<file path="config.mk">
export PLATFORM = sky130hd
export DESIGN_NAME = binary_tree_address_allocator_unit
export DESIGN_NICKNAME = d
export VERILOG_FILES = /design/src/rtl/btaa_pkg.sv /design/src/rtl/btaa_ram.sv /design/src/rtl/btaa_walk.sv /design/src/rtl/binary_tree_address_allocator_unit.sv
export SDC_FILE = /design/constraint.sdc
export NUM_CORES = 1
export LEC_CHECK = 0
export ABC_AREA = 1
export BUFFER_PORTS_ARGS = -buffer_cell sky130_fd_sc_hd__buf_2
export CORE_ASPECT_RATIO = 1.5
export CORE_UTILIZATION = 68
export CTS_CLUSTER_SIZE = 25
export DETAILED_ROUTE_END_ITERATION = 10
export PLACE_DENSITY = 0.85
export SLEW_MARGIN = 10
export SYNTH_ARGS = -nofsm -noshare
export SYNTH_HDL_FRONTEND = slang
export SYNTH_SLANG_ARGS = --single-unit
</file>
<file path="constraint.sdc">
create_clock -name clk -period 11.7 [get_ports clk]
set_input_delay 1.755 -clock clk [delete_from_list [all_inputs] [get_ports clk]]
set_output_delay 1.755 -clock clk [all_outputs]
set_load 0.01 [all_outputs]
</file>
<file path="src/rtl/btaa_pkg.sv">
// shared types and codes of the binary tree address allocator
package btaa_pkg;

    localparam int ADDR_W = 8;

    localparam logic [1:0] OP_ALLOC   = 2'd0;
    localparam logic [1:0] OP_RESERVE = 2'd1;
    localparam logic [1:0] OP_RELEASE = 2'd2;

    typedef enum logic [2:0] {
        ST_CLEAR,
        ST_IDLE,
        ST_ROOT,
        ST_DESCEND,
        ST_LEAF,
        ST_UP,
        ST_OUT
    } state_t;

    typedef struct packed {
        logic              ok;
        logic [ADDR_W-1:0] addr;
    } res_t;

endpackage

</file>
<file path="src/rtl/btaa_ram.sv">
// generic single-write single-read ram with registered read data
module btaa_ram #(
    parameter int WIDTH = 1,
    parameter int DEPTH = 512
) (
    input  logic                     clk,
    input  logic                     wr_en,
    input  logic [$clog2(DEPTH)-1:0] wr_addr,
    input  logic [WIDTH-1:0]         wr_data,
    input  logic                     rd_en,
    input  logic [$clog2(DEPTH)-1:0] rd_addr,
    output logic [WIDTH-1:0]         rd_data
);

    logic [WIDTH-1:0] mem [DEPTH];

    always_ff @(posedge clk)
    begin
        if (wr_en)
        begin
            mem[wr_addr] <= wr_data;
        end
        if (rd_en)
        begin
            rd_data <= mem[rd_addr];
        end
    end

endmodule

</file>
<file path="src/rtl/btaa_walk.sv">
// tree walker: descends for allocate, checks the leaf, refreshes full marks upward
module btaa_walk
    import btaa_pkg::*;
#(
    parameter int ADDRESS_BITS = 8
) (
    input  logic                  clk,
    input  logic                  rst_n,
    input  logic                  in_valid,
    output logic                  in_ready,
    input  logic [1:0]            in_op,
    input  logic [ADDR_W-1:0]     in_address,
    output logic                  res_valid,
    input  logic                  res_ready,
    output res_t                  res,
    output logic                  rd_en,
    output logic [ADDRESS_BITS:0] rd_addr,
    input  logic                  rd_data,
    output logic                  wr_en,
    output logic [ADDRESS_BITS:0] wr_addr,
    output logic                  wr_data
);

    localparam int AB    = ADDRESS_BITS;
    localparam int AW    = AB + 1;
    localparam int LVL_W = (AB > 1) ? $clog2(AB) : 1;
    localparam int POOL  = 1 << AB;
    localparam logic [AW-1:0]    ROOT_NODE = AW'(1);
    localparam logic [LVL_W-1:0] LAST_LVL  = LVL_W'(AB - 1);

    state_t            state_reg, state_next;
    logic [AW-1:0]     clr_reg, clr_next;
    logic [LVL_W-1:0]  level_reg, level_next;
    logic [1:0]        op_reg, op_next;
    logic [AW-1:0]     node_reg, node_next;
    logic              val_reg, val_next;
    logic              ok_reg, ok_next;
    logic [ADDR_W-1:0] raddr_reg, raddr_next;

    logic [AW-1:0] leaf_in;
    logic          in_range;
    logic [AW-1:0] chosen;
    logic [AW-1:0] parent;
    logic          want;
    logic          pval;

    // heap order: node n has children 2n and 2n+1, leaves start at the pool size
    assign leaf_in  = {1'b1, AB'(in_address)};
    assign in_range = int'(in_address) < POOL;
    // node_reg holds a left child while descending, so a full flag picks the right one
    assign chosen   = {node_reg[AW-1:1], rd_data};
    assign parent   = {1'b0, node_reg[AW-1:1]};
    assign want     = (op_reg == OP_RELEASE);
    assign pval     = val_reg & rd_data;
    assign res      = '{ok: ok_reg, addr: raddr_reg};

    always_ff @(posedge clk or negedge rst_n)
    begin
        if (!rst_n)
        begin
            state_reg <= ST_CLEAR;
            clr_reg   <= '0;
            level_reg <= '0;
        end
        else
        begin
            state_reg <= state_next;
            clr_reg   <= clr_next;
            level_reg <= level_next;
        end
    end

    always_ff @(posedge clk)
    begin
        op_reg    <= op_next;
        node_reg  <= node_next;
        val_reg   <= val_next;
        ok_reg    <= ok_next;
        raddr_reg <= raddr_next;
    end

    always_comb
    begin
        state_next = state_reg;
        clr_next   = clr_reg;
        level_next = level_reg;
        op_next    = op_reg;
        node_next  = node_reg;
        val_next   = val_reg;
        ok_next    = ok_reg;
        raddr_next = raddr_reg;
        in_ready   = 1'b0;
        res_valid  = 1'b0;
        rd_en      = 1'b0;
        rd_addr    = '0;
        wr_en      = 1'b0;
        wr_addr    = '0;
        wr_data    = 1'b0;

        unique case (state_reg)
            ST_CLEAR:
            begin
                wr_en    = 1'b1;
                wr_addr  = clr_reg;
                clr_next = clr_reg + AW'(1);
                if (clr_reg == '1)
                begin
                    state_next = ST_IDLE;
                end
            end
            ST_IDLE:
            begin
                in_ready = 1'b1;
                if (in_valid)
                begin
                    op_next    = in_op;
                    raddr_next = in_address;
                    ok_next    = 1'b0;
                    if (in_op == OP_ALLOC)
                    begin
                        rd_en      = 1'b1;
                        rd_addr    = ROOT_NODE;
                        state_next = ST_ROOT;
                    end
                    else if ((in_op == OP_RESERVE || in_op == OP_RELEASE) && in_range)
                    begin
                        rd_en      = 1'b1;
                        rd_addr    = leaf_in;
                        node_next  = leaf_in;
                        state_next = ST_LEAF;
                    end
                    else
                    begin
                        state_next = ST_OUT;
                    end
                end
            end
            ST_ROOT:
            begin
                if (rd_data)
                begin
                    // pool full
                    state_next = ST_OUT;
                end
                else
                begin
                    rd_en      = 1'b1;
                    rd_addr    = AW'(2);
                    node_next  = AW'(2);
                    level_next = '0;
                    state_next = ST_DESCEND;
                end
            end
            ST_DESCEND:
            begin
                if (level_reg == LAST_LVL)
                begin
                    wr_en      = 1'b1;
                    wr_addr    = chosen;
                    wr_data    = 1'b1;
                    rd_en      = 1'b1;
                    rd_addr    = {chosen[AW-1:1], ~chosen[0]};
                    node_next  = chosen;
                    val_next   = 1'b1;
                    ok_next    = 1'b1;
                    raddr_next = ADDR_W'(chosen[AB-1:0]);
                    state_next = ST_UP;
                end
                else
                begin
                    rd_en      = 1'b1;
                    rd_addr    = {chosen[AW-2:0], 1'b0};
                    node_next  = {chosen[AW-2:0], 1'b0};
                    level_next = level_reg + LVL_W'(1);
                end
            end
            ST_LEAF:
            begin
                if (rd_data == want)
                begin
                    wr_en      = 1'b1;
                    wr_addr    = node_reg;
                    wr_data    = ~want;
                    rd_en      = 1'b1;
                    rd_addr    = {node_reg[AW-1:1], ~node_reg[0]};
                    val_next   = ~want;
                    ok_next    = 1'b1;
                    state_next = ST_UP;
                end
                else
                begin
                    state_next = ST_OUT;
                end
            end
            ST_UP:
            begin
                // rd_data is the sibling of node_reg, written value is the parent mark
                wr_en   = 1'b1;
                wr_addr = parent;
                wr_data = pval;
                if (parent == ROOT_NODE)
                begin
                    state_next = ST_OUT;
                end
                else
                begin
                    rd_en      = 1'b1;
                    rd_addr    = {parent[AW-1:1], ~parent[0]};
                    node_next  = parent;
                    val_next   = pval;
                end
            end
            ST_OUT:
            begin
                res_valid = 1'b1;
                if (res_ready)
                begin
                    state_next = ST_IDLE;
                end
            end
            default:
            begin
                state_next = ST_IDLE;
            end
        endcase
    end

    // the refresh reads a sibling while writing on the path, never the same entry
    a_no_rw_clash: assert property (@(posedge clk) disable iff (!rst_n)
        (rd_en && wr_en) |-> (rd_addr != wr_addr))
        else $error("read and write hit the same tree entry");

    // the unused heap slot is written only by the clearing pass
    a_no_slot0: assert property (@(posedge clk) disable iff (!rst_n)
        (wr_en && state_reg != ST_CLEAR) |-> (wr_addr != '0))
        else $error("write to unused tree slot");

    a_up_below_root: assert property (@(posedge clk) disable iff (!rst_n)
        (state_reg == ST_UP) |-> (node_reg != ROOT_NODE && node_reg != '0))
        else $error("upward refresh started at the root");

    a_one_at_a_time: assert property (@(posedge clk) disable iff (!rst_n)
        (in_valid && in_ready) |=> !in_ready)
        else $error("second item taken while one is in flight");

endmodule

</file>
<file path="src/rtl/binary_tree_address_allocator_unit.sv">
// Address pool allocator over 2^ADDRESS_BITS addresses kept as a binary tree of
// full marks in one synchronous ram (heap order, leaves hold taken bits). An
// allocate reads the root, descends one level per cycle and then refreshes the
// full marks back up one level per cycle; reserve and release check the leaf and
// then refresh upward the same way. An unused op or an address outside the pool
// is refused without a tree access, an allocate on a full pool at the root and a
// reserve or release at the leaf. The rate is set by the ram's single read port,
// one tree level per cycle. One item is in the walker at a time; a finished
// result waits in the output register while the next item is taken. After reset a
// clearing pass writes all 2^(ADDRESS_BITS+1) tree entries to zero before the
// first item.
module binary_tree_address_allocator_unit
    import btaa_pkg::*;
#(
    parameter int ADDRESS_BITS = 8
) (
    input  logic        clk,
    input  logic        rst_n,
    input  logic        s_axis_tvalid,
    output logic        s_axis_tready,
    input  logic [7:0]  s_axis_tdata,   // [7:0] address
    input  logic [1:0]  s_axis_tuser,   // [1:0] op
    output logic        m_axis_tvalid,
    input  logic        m_axis_tready,
    output logic [7:0]  m_axis_tdata,   // [7:0] result_address
    output logic [0:0]  m_axis_tuser    // [0] success
);

    localparam int AW = ADDRESS_BITS + 1;

    logic          res_valid;
    logic          res_ready;
    res_t          res;
    logic          rd_en;
    logic [AW-1:0] rd_addr;
    logic          rd_data;
    logic          wr_en;
    logic [AW-1:0] wr_addr;
    logic          wr_data;

    logic              m_valid_reg;
    logic              m_ok_reg;
    logic [ADDR_W-1:0] m_addr_reg;

    btaa_ram #(
        .WIDTH (1),
        .DEPTH (1 << AW)
    ) u_tree (
        .clk     (clk),
        .wr_en   (wr_en),
        .wr_addr (wr_addr),
        .wr_data (wr_data),
        .rd_en   (rd_en),
        .rd_addr (rd_addr),
        .rd_data (rd_data)
    );

    btaa_walk #(
        .ADDRESS_BITS (ADDRESS_BITS)
    ) u_walk (
        .clk        (clk),
        .rst_n      (rst_n),
        .in_valid   (s_axis_tvalid),
        .in_ready   (s_axis_tready),
        .in_op      (s_axis_tuser),
        .in_address (s_axis_tdata),
        .res_valid  (res_valid),
        .res_ready  (res_ready),
        .res        (res),
        .rd_en      (rd_en),
        .rd_addr    (rd_addr),
        .rd_data    (rd_data),
        .wr_en      (wr_en),
        .wr_addr    (wr_addr),
        .wr_data    (wr_data)
    );

    // output register, refilled in the cycle it is taken
    assign res_ready = !m_valid_reg || m_axis_tready;

    always_ff @(posedge clk or negedge rst_n)
    begin
        if (!rst_n)
        begin
            m_valid_reg <= 1'b0;
        end
        else if (res_ready)
        begin
            m_valid_reg <= res_valid;
        end
    end

    always_ff @(posedge clk)
    begin
        if (res_valid && res_ready)
        begin
            m_ok_reg   <= res.ok;
            m_addr_reg <= res.addr;
        end
    end

    assign m_axis_tvalid = m_valid_reg;
    assign m_axis_tdata  = m_addr_reg;
    assign m_axis_tuser  = m_ok_reg;

endmodule

</file>
# Yosys cells after proc, flatten, opt, wreduce, memory -nomap -nowiden
# Memories as Yosys holds them, arrays and structs flattened. A register that Yosys moved wholly into a read port is not among the register bits.
# Cells that the tools add are included.
# op_classes
muxes	56
addsub	2
n_reduce_logical	20
eq_ne	24
bitwise_logic	5
# op_table
op	count
two-way mux 9 bit	13
case mux 9 bit (4 select lines)	2
case mux 9 bit (5 select lines)	1
two-way mux 3 bit	9
two-way mux 8 bit	3
case mux 3 bit (7 select lines)	1
two-way mux 1 bit	17
case mux 8 bit (2 select lines)	1
== test 3 bit (second input constant)	4
!= test 2 bit (second input constant)	6
case mux 1 bit (3 select lines)	4
!= test 2 x 1 -> 1 bit (second input constant)	5
adder 9 x 1 -> 9 bit (second input constant)	1
== test 9 bit (second input constant)	1
== test 8 x 1 -> 1 bit (second input constant)	1
AND reduction 4 bit	2
AND reduction 7 bit	1
== test 3 x 2 -> 1 bit (second input constant)	2
two-way mux 2 bit	3
case mux 3 bit (2 select lines)	1
AND reduction 3 bit	2
AND reduction 6 bit	1
nonzero test 3 bit	2
case mux 1 bit (5 select lines)	1
other kinds (17)	23
# totals
ram_bits	512
reg_bits	46
memories	1
out_inout_bits	11
# memory_table
memory	words	width	read_ports	rd_clocked_by_memory_dff	write_ports	line	text
u_tree.mem	512	1	1	1	1	btaa_ram.sv:15	logic [WIDTH-1:0] mem [DEPTH];

# Longest topological paths before layout
# Gate-level depths: netlist of run 1.
# logic_depth
ltp_word	6
ltp_mapped	23

# Cells and area by module
# A second synthesis of run 1 with hierarchy kept.
# hier_totals
cells_unflattened	2668
area_unflattened_um2	25856.0
# by_module_without_submodules
mod	area_per_inst_um2	instances	cells_each	seq_area_each_um2
btaa_ram	23262.3	1	2354	15404.8
btaa_walk	2278.4	1	299	1006.0
binary_tree_address_allocator_unit	315.3	1	15	295.3

# Worst setup path before layout of run 1
# OpenSTA, ideal clock, no wires.
# synth_path
path_type	reg2reg
start	reg u_walk.level_reg[0]
end	mem u_tree.mem[0] (data pin)
setup_time_ps	1346
synth_period_minus_slack_ps	7863
setup_slack_ps	3837
n_path_buf	1
t_arrival_ps	6518
path_stages_with_launch	8
path_cell_list	dfrtp_1 ha_1 ha_1 buf_2 nand2_2 nand3_1 nand2_1 inv_1
# synth_between
elab_chain_cells	3
# synth_lines
item	line	text
start: declaration	btaa_walk.sv:33	logic [LVL_W-1:0] level_reg, level_next;
start signal: assignment	btaa_walk.sv:69	level_reg <= level_next;
== test 3 bit	btaa_walk.sv:156	if (level_reg == LAST_LVL)
two-way mux 1 bit	btaa_walk.sv:156	
case mux 1 bit (3 select lines)	btaa_walk.sv:100	unique case (state_reg)
via u_tree.wr_data	btaa_ram.sv:9	input logic [WIDTH-1:0] wr_data,
end: declaration	btaa_ram.sv:15	
# The timed path passes the listed nets, and every way through them passes these cells.

# Final worst setup path of run 1
# layout_path
start	in s_axis_tuser[0]
end	reg u_tree.rd_data (read register of u_tree.mem) (data pin)
# layout_between
elab_chain_cells	6
# layout_lines
item	line	text
start: declaration	binary_tree_address_allocator_unit.sv:22	input logic [1:0] s_axis_tuser,
== test 2 x 1 -> 1 bit or == test 2 bit (tied branches)	btaa_walk.sv:125	else if ((in_op == OP_RESERVE || in_op == OP_RELEASE) && in_range)
logical OR 1 bit	btaa_walk.sv:125	
two-way mux 9 bit or two-way mux 1 bit (tied branches)	btaa_walk.sv:125	
two-way mux 9 bit or two-way mux 1 bit (tied branches)	btaa_walk.sv:119	if (in_op == OP_ALLOC)
two-way mux 9 bit or two-way mux 1 bit (tied branches)	btaa_walk.sv:114	if (in_valid)
case mux 9 bit (5 select lines) or case mux 1 bit (5 select lines) (tied branches)	btaa_walk.sv:100	
end: declaration	btaa_ram.sv:12	output logic [WIDTH-1:0] rd_data
# Parallel ways exist; a longest one is shown, timed or not.
# A chain may end at the register's enable or synchronous reset.

==> results of run 1 <==
## area by class of cell
type | count | area, um2
clock inverter | 28 | 236
sequential | 559 | 16700
tap | 489 | 612
timing repair buffer | 41 | 264
clock buffer | 60 | 1290
fill | 2509 | 9980
multi-input combinational | 1844 | 8440
inverter | 64 | 250
## kinds of logic (layout without fill, tap and decap cells)
| group | count (synthesis) | count (layout) |
|---|---|---|
| AOI/OAI and AO/OA | 62 | 62 |
| xor gates and xnor gates | 6 | 6 |
| adders and majority gates | 8 | 8 |
| buffers and inverters | 280 | 193 |
| DFF | 559 | 559 |
| and+or+nand+nor | 1768 | 1768 |
## stage by stage
step | power (uW) | setup slack (ns) | instance area (um2)
3_3_place_gp | 4660 | 5.31 | 26300
4_1_cts | 6250 | 5.74 | 27800
5_1_grt | 6550 | 5.19 | 27800
6_report | 6360 | 5.39 | 27800
2_1_floorplan | 4040 | 3.84 | 26200
3_5_place_dp | 4710 | 5.18 | 26300
## cells in the mapped netlist (3+ instances only)
master	instances	area, um2
nand2_2	5	31.3
inv_1	51	191
edfxtp_1	543	16300
nor2_1	564	2120
buf_2	122	611
nor2_2	11	68.8
dfrtp_1	16	400
buf_1	10	37.5
nor4_1	3	18.8
clkbuf_1	84	315
inv_2	13	48.8
o21ai_0	27	135
a21oi_1	7	35.0
nor3_1	9	45.0
ha_1	8	100
a31oi_1	3	18.8
xor2_1	6	52.6
nor2_4	5	56.3
a21oi_2	3	26.3
nand3_1	773	3870
nand2_1	388	1460
## path summary, 6_finish.rpt
check                                    start           endpoint  slack [ns]
min                        u_walk.raddr_reg[3]    m_axis_tdata[3]        0.42
max                            s_axis_tuser[0]     u_tree.rd_data        5.39
min reg2reg                u_walk.raddr_reg[3]    m_axis_tdata[3]        0.42
max reg2reg                     u_tree.rd_data     u_tree.rd_data        5.92
max in group asynchronous                rst_n  u_walk.clr_reg[3]       10.38
min in group asynchronous                rst_n      m_axis_tvalid        1.07
## layer usage
layer	share of wire	up-vias
met4	0.069	2
met1	0.32	9598
li1	-	9036
met5	0.00014	-
met2	0.48	1622
met3	0.13	375
## worst register-to-register path, stage by stage, from the launching register on
cell      delay, ns
edfxtp_1       0.61
inv_1          0.20
ha_1           0.35
inv_1          0.10
nand2_1        0.07
nor2_1         0.04
nor2_1         0.28
nand2_8        0.52
nand2_4        1.10
buf_12         0.69
nand2_1        0.36
nand3_1        0.14
nand3_1        0.09
nand3_1        0.13
nand3_1        0.20
nand3_1        0.17
nand3_1        0.13
nand2_1        0.11
nand2_1        0.05
nand2_1        0.13
nand2_1        0.10
nand2_1        0.07
## power by group through the flow
| stage | Clock [uW] | Sequential [uW] | Combinational (uW) |
|---|---|---|---|
| 2_1_floorplan | 0 | 2420 | 1620 |
| 3_3_place_gp | 0 | 2400 | 2250 |
| 3_5_place_dp | 0 | 2410 | 2310 |
| 4_1_cts | 1570 | 2360 | 2320 |
| 5_1_grt | 1640 | 2370 | 2540 |
| 6_report | 1580 | 2370 | 2410 |
==> impl_metrics.env, run 1 <==
export IMPL_combinational_family_with_the_most_area_after_synthesis="simple AND/OR/NAND/NOR gates"
export IMPL_critical_path_startpoint_type="input port"
export IMPL_numCtsBuffers=48
export IMPL_final_instance_count_excl_fill=3085
export IMPL_initial_drc_count=3184
export IMPL_gr_total_overflow=0
export IMPL_cellInternalPower_uw=3700
export IMPL_critPathCaptureType="flop"
export IMPL_ys_seq_area_frac=0.637
export IMPL_post_synth_mux_area_share=0
export IMPL_ys_dominant_reg_cell="edfxtp_1"
export IMPL_number_of_global_route_vias_before_repair=19800
export IMPL_n_antenna_cell=0
export IMPL_clock_sinks=559
export IMPL_reg2regPathDepth=21
export IMPL_min_period_over_period=0.540
export IMPL_io_pin_count=25
export IMPL_grt_pass1_wl_um=108000
export IMPL_most_common_layout_cells="773 x nand3_1, 564 x nor2_1, 543 x edfxtp_1, 370 x nand2_1"
export IMPL_slew_limit_headroom=0.150
export IMPL_fin_tns_setup_ns=0
export IMPL_tightest_slew_ns=1.27
export IMPL_placement_rows=87
export IMPL_gr_usage_met2=0.589
export IMPL_grtUsageTotal=0.365
export IMPL_detail_route_first_pass_iterations=9
export IMPL_synth_compound_area_share=0.0163
export IMPL_crit_cells=23
export IMPL_timing_critical_path_slowest_cell_delay_ns=0.92
export IMPL_htree_num_levels=2
export IMPL_area_growth_syn_to_layout_pct=5.91
export IMPL_net_switching_power_uw=2660
export IMPL_synth_fa_ha_area_frac=0.00381
export IMPL_worst_path_max_fanout=191
export IMPL_slew_viol_final=0
export IMPL_postCtsHoldBufs=0
export IMPL_numPlacedInstances=2997
export IMPL_detail_route_antenna_nets=0
export IMPL_dieHeight_um=243
export IMPL_postCtsResizedCells=0
export IMPL_finish_utilization=0.736
export IMPL_crit_path_cell_trace="buf_2, inv_1, ha_1, nand2_1, nand2_1, nand2_1, nor2_1, nor2_1, nand2_8, nand2_4, buf_12, nand2_1, nand3_1, nand3_1, nand3_1, nand3_1, nand3_1, nand3_1, nand2_1, nand2_1, nand2_1, nand2_1, nand2_1"
export IMPL_worst_ir_drop_vdd_v=0.000207
export IMPL_number_of_buffer_cells_added_on_primary_ports=24
export IMPL_cts_tree="yes"
export IMPL_busiest_layer="met2"
export IMPL_post_cts_buffers=0
export IMPL_worst_ep_required_ns=12.15
export IMPL_grt_start_max_net_pins=266
export IMPL_power_frac_seq=0.372
export IMPL_die_width_um=162
export IMPL_final_setup_viol_count=0
export IMPL_hpwl_um=35500
export IMPL_synth_xor_area_frac=0.00200
export IMPL_detail_route_vias_per_cell=6.69
export IMPL_crit_path_time_final_ns=6.31
export IMPL_worst_hold_path_type="reg2reg"
export IMPL_synthesis_nets=2705
export IMPL_syn_avg_cell_area_um2=9.78
export IMPL_grt_antenna_before_repair=1
export IMPL_max_cap_violations=0
export IMPL_synth_simple_gate_area_frac=0.296
export IMPL_fin_worst_skew_ns=0.0214
export IMPL_pwr_density_cell_mw_per_mm2=229
export IMPL_relative_contribution_of_combinational_cells_to_total_power=0.380
export IMPL_design_final_nets=2580
export IMPL_status="complete, no violations"
export IMPL_final_estimated_routing_congestion_in_global_placement=0.913
export IMPL_timing_hold_ws_ns=0.420
export IMPL_synthesis_area_mm2=0.0262
export IMPL_clock_path_buffers=3
export IMPL_setup_repair_after_global_routing_missed_its_margin="no"
export IMPL_number_of_distinct_standard_cells_referenced_by_the_synthesized_netlist=44
export IMPL_postSynthRegisterBits=559
export IMPL_gr_usage_met3=0.0672
export IMPL_cp_data_arrival_time_ns=6.77
export IMPL_starting_density=0.695
export IMPL_cpLargestDelayFamily="simple AND/OR/NAND/NOR gates"
export IMPL_sw_frac_of_total=0.418
export IMPL_async_flop_share=0.0286
export IMPL_slowest_stage="nand2_4"
export IMPL_syn_instance_count=2683
export IMPL_synth_enable_flop_cells=543
export IMPL_pwr_share_clk=0.248
export IMPL_clk_pin_slew_ns=0.06
export IMPL_timing_critical_path_buf_inv=3
export IMPL_drt_wl_total_um=71800
export IMPL_hold_viol=0
export IMPL_synth_warnings=0
export IMPL_commonest_non_fill_non_tap_cell_in_the_layout="nand3_1"
export IMPL_fmax_ghz=0.158
export IMPL_drc=0
export IMPL_drt_wirelength_per_cell_um=23.3
export IMPL_use_met1=0.453
export IMPL_share_of_cells_above_drive_strength_1=0.0659
export IMPL_largest_register_ffs=512
export IMPL_clock_tree_root_buffer_cell="clkbuf_16"
export IMPL_routed_via_count=20600
export IMPL_crit_type="in2reg"
export IMPL_core_area_mm2=0.0378
export IMPL_power_static_leakage_uw=0.00945
export IMPL_die_area_mm2=0.0394
export IMPL_min_path_cells=0
export IMPL_cp_common_cell="nand2_1"
export IMPL_worst_skew_late_latency_ns=0.59
No activity file was read; power rests on OpenSTA's default activity.
==> run 2, diff against run 1 <==
--- a/config.mk
+++ b/config.mk
@@ -8,10 +8,10 @@
 export ABC_AREA = 1
 export BUFFER_PORTS_ARGS = -buffer_cell sky130_fd_sc_hd__buf_2
 export CORE_ASPECT_RATIO = 1.5
-export CORE_UTILIZATION = 68
+export CORE_UTILIZATION = 57
 export CTS_CLUSTER_SIZE = 25
 export DETAILED_ROUTE_END_ITERATION = 10
-export PLACE_DENSITY = 0.85
+export PLACE_DENSITY = 0.76
 export SLEW_MARGIN = 10
 export SYNTH_ARGS = -nofsm -noshare
 export SYNTH_HDL_FRONTEND = slang
==> constraint.sdc (replaced) <==
create_clock -name clk -period 5.2 [get_ports clk]
set_input_delay 0.78 -clock clk [delete_from_list [all_inputs] [get_ports clk]]
set_output_delay 0.78 -clock clk [all_outputs]
set_load 0.01 [all_outputs]
==> run 2 against run 1 <==
Net effect:
- flip-flop and latch count unchanged
- wire length grew 0.77%
- global-route usage fell by 5.6 points
- first-iteration DRC count decreased by 5.4%
- cell count grew 3.5%
==> impl_metrics.env, run 2 (synthesized netlist as in run 1, its figures left out) <==
export IMPL_status="complete, no violations"
export IMPL_detail_route_vias_per_cell=6.45
export IMPL_clk_pin_slew_ns=0.07
export IMPL_worst_hold_path_type="in2async"
export IMPL_most_common_layout_cells="772 x nand3_1, 564 x nor2_1, 543 x edfxtp_1, 369 x nand2_1, 51 x clkbuf_16"
export IMPL_die_width_um=177
export IMPL_clock_sinks=559
export IMPL_postCtsHoldBufs=0
export IMPL_io_pin_count=25
export IMPL_postPlaceCellArea_mm2=0.0266
export IMPL_worst_ir_drop_vdd_v=0.000566
export IMPL_slew_viol_final=0
export IMPL_worst_skew_late_latency_ns=0.59
export IMPL_pwr_share_clk=0.253
export IMPL_power_frac_seq=0.366
export IMPL_drc=0
export IMPL_starting_density=0.581
export IMPL_crit_path_time_final_ns=4.33
export IMPL_power_static_leakage_uw=0.00958
export IMPL_timing_critical_path_buf_inv=3
export IMPL_initial_drc_count=3013
export IMPL_largest_register_ffs=512
export IMPL_pwr_density_cell_mw_per_mm2=515
export IMPL_routed_via_count=20600
export IMPL_fin_tns_setup_ns=0
export IMPL_cellInternalPower_uw=8470
export IMPL_tightest_slew_ns=1.30
export IMPL_worst_path_max_fanout=129
export IMPL_slowest_stage="edfxtp_1"
export IMPL_grtUsageTotal=0.309
export IMPL_final_setup_viol_count=0
export IMPL_sw_frac_of_total=0.417
export IMPL_cp_common_cell="nand2_1"
export IMPL_grt_antenna_before_repair=1
export IMPL_die_area_mm2=0.0469
export IMPL_crit_path_cell_trace="inv_1, ha_1, inv_1, nand2_1, nor2_1, nor2_1, nand2_8, nand2_4, buf_12, nand2_1, nand3_1, nand3_1, nand3_1, nand3_1, nand3_1, nand3_1, nand2_1, nand2_1, nand2_1, nand2_1, nand2_1"
export IMPL_grt_pass1_wl_um=110000
export IMPL_cp_data_arrival_time_ns=4.79
export IMPL_detail_route_antenna_nets=0
export IMPL_min_period_over_period=0.832
export IMPL_post_cts_buffers=0
export IMPL_drt_wl_total_um=72300
export IMPL_area_growth_syn_to_layout_pct=7.42
export IMPL_number_of_buffer_cells_added_on_primary_ports=24
export IMPL_timing_critical_path_slowest_cell_delay_ns=0.54
export IMPL_core_area_mm2=0.0452
export IMPL_clock_tree_root_buffer_cell="clkbuf_16"
export IMPL_numCtsBuffers=50
export IMPL_max_cap_violations=0
export IMPL_critical_path_startpoint_type="flop"
export IMPL_fmax_ghz=0.231
export IMPL_setup_ws_ns=0.872
export IMPL_share_of_cells_above_drive_strength_1=0.0755
export IMPL_detail_route_first_pass_iterations=6
export IMPL_cpLargestDelayFamily="simple AND/OR/NAND/NOR gates"
export IMPL_gr_total_overflow=0
export IMPL_htree_num_levels=2
export IMPL_design_final_nets=2592
export IMPL_number_of_global_route_vias_before_repair=19800
export IMPL_worst_ep_required_ns=5.66
export IMPL_placement_rows=95
export IMPL_final_area_mm2=0.0282
export IMPL_hold_viol=0
export IMPL_flop_to_flop_setup_slack_ns=0.87
export IMPL_place_worst_setup_slack_ns=0.903
export IMPL_cts_tree="yes"
export IMPL_final_estimated_routing_congestion_in_global_placement=0.921
export IMPL_slew_limit_headroom=0.133
export IMPL_dieHeight_um=265
export IMPL_grt_start_max_net_pins=178
export IMPL_postCtsResizedCells=0
export IMPL_relative_contribution_of_combinational_cells_to_total_power=0.381
export IMPL_crit_type="reg2reg"
export IMPL_net_switching_power_uw=6060
export IMPL_clock_path_buffers=3
export IMPL_commonest_non_fill_non_tap_cell_in_the_layout="nand3_1"
export IMPL_drt_wirelength_per_cell_um=22.7
export IMPL_setup_repair_after_global_routing_missed_its_margin="no"
export IMPL_fin_worst_skew_ns=0.0181
export IMPL_critPathCaptureType="flop"
export IMPL_hpwl_um=37300
==> run 2: changes by cell type in the layout (fill, tap and decap cells not counted), moves of 2 or more <==
cell        previous run  this run
clkinvlp_4             2         6
clkinv_1              16         7
buf_12                 1        11
clkinv_2               5        12
ha_1                   8         6
==> run 2: per-stage QoR <==
| stage | util | total power [uW] | hold WS [ns] | cells |
|---|---|---|---|---|
| 5_1_grt | 0.624 | 15000 | 0.113 | 3192 |
| 3_3_place_gp | 0.589 | 10700 | 0.402 | 3100 |
| 4_1_cts | 0.624 | 14400 | 0.0881 | 3192 |
| 6_report | 0.624 | 14500 | 0.0842 | 3193 |
| 2_1_floorplan | - | 9080 | 0.400 | 2683 |
| 3_5_place_dp | 0.589 | 10800 | 0.405 | 3100 |
==> run 2: per-layer routing <==
| layer | vias to the layer above | GRT usage | wire length [um] |
|---|---|---|---|
| li1 | 9064 | - | - |
| met1 | 9987 | 0.383 | 25900 |
| met2 | 1269 | 0.522 | 35400 |
| met3 | 266 | 0.0470 | 7140 |
| met4 | 2 | 0.159 | 3920 |
| met5 | - | 0 | 13 |
==> run 2: path summary, 6_finish.rpt <==
| path | startpoint | to | depth (start not counted) |
|---|---|---|---|
| worst min-delay path | rst_n | m_axis_tvalid | 1 |
| worst max-delay path | u_tree.rd_data | u_tree.rd_data | 21 |
| worst max register to register | u_tree.rd_data | u_tree.rd_data | 21 |
| min in group clk | s_axis_tuser[0] | u_walk.op_reg[0] | 1 |
| max in group asynchronous | rst_n | u_walk.clr_reg[4] | 1 |
| worst min register to register | u_walk.raddr_reg[7] | m_axis_tdata[7] | 0 |
==> run 2: layout make-up <==
cell class / instances / area, um2
tap: 582 / 728
antenna: 1 / 2.50
clock buffer: 63 / 1330
clock inverter: 29 / 253
multi-input combinational: 1844 / 8470
fill: 3667 / 17000
sequential: 559 / 16700
inverter: 64 / 246
timing repair buffer: 51 / 460
==> run 2: power groups by stage <==
stage,clock (uW),combinational [uW],sequential (uW)
CTS,3680,5390,5320
global placement,0,5260,5410
finish,3670,5530,5320
global route,3830,5880,5330
floorplan,0,3650,5430
detailed placement,0,5360,5410
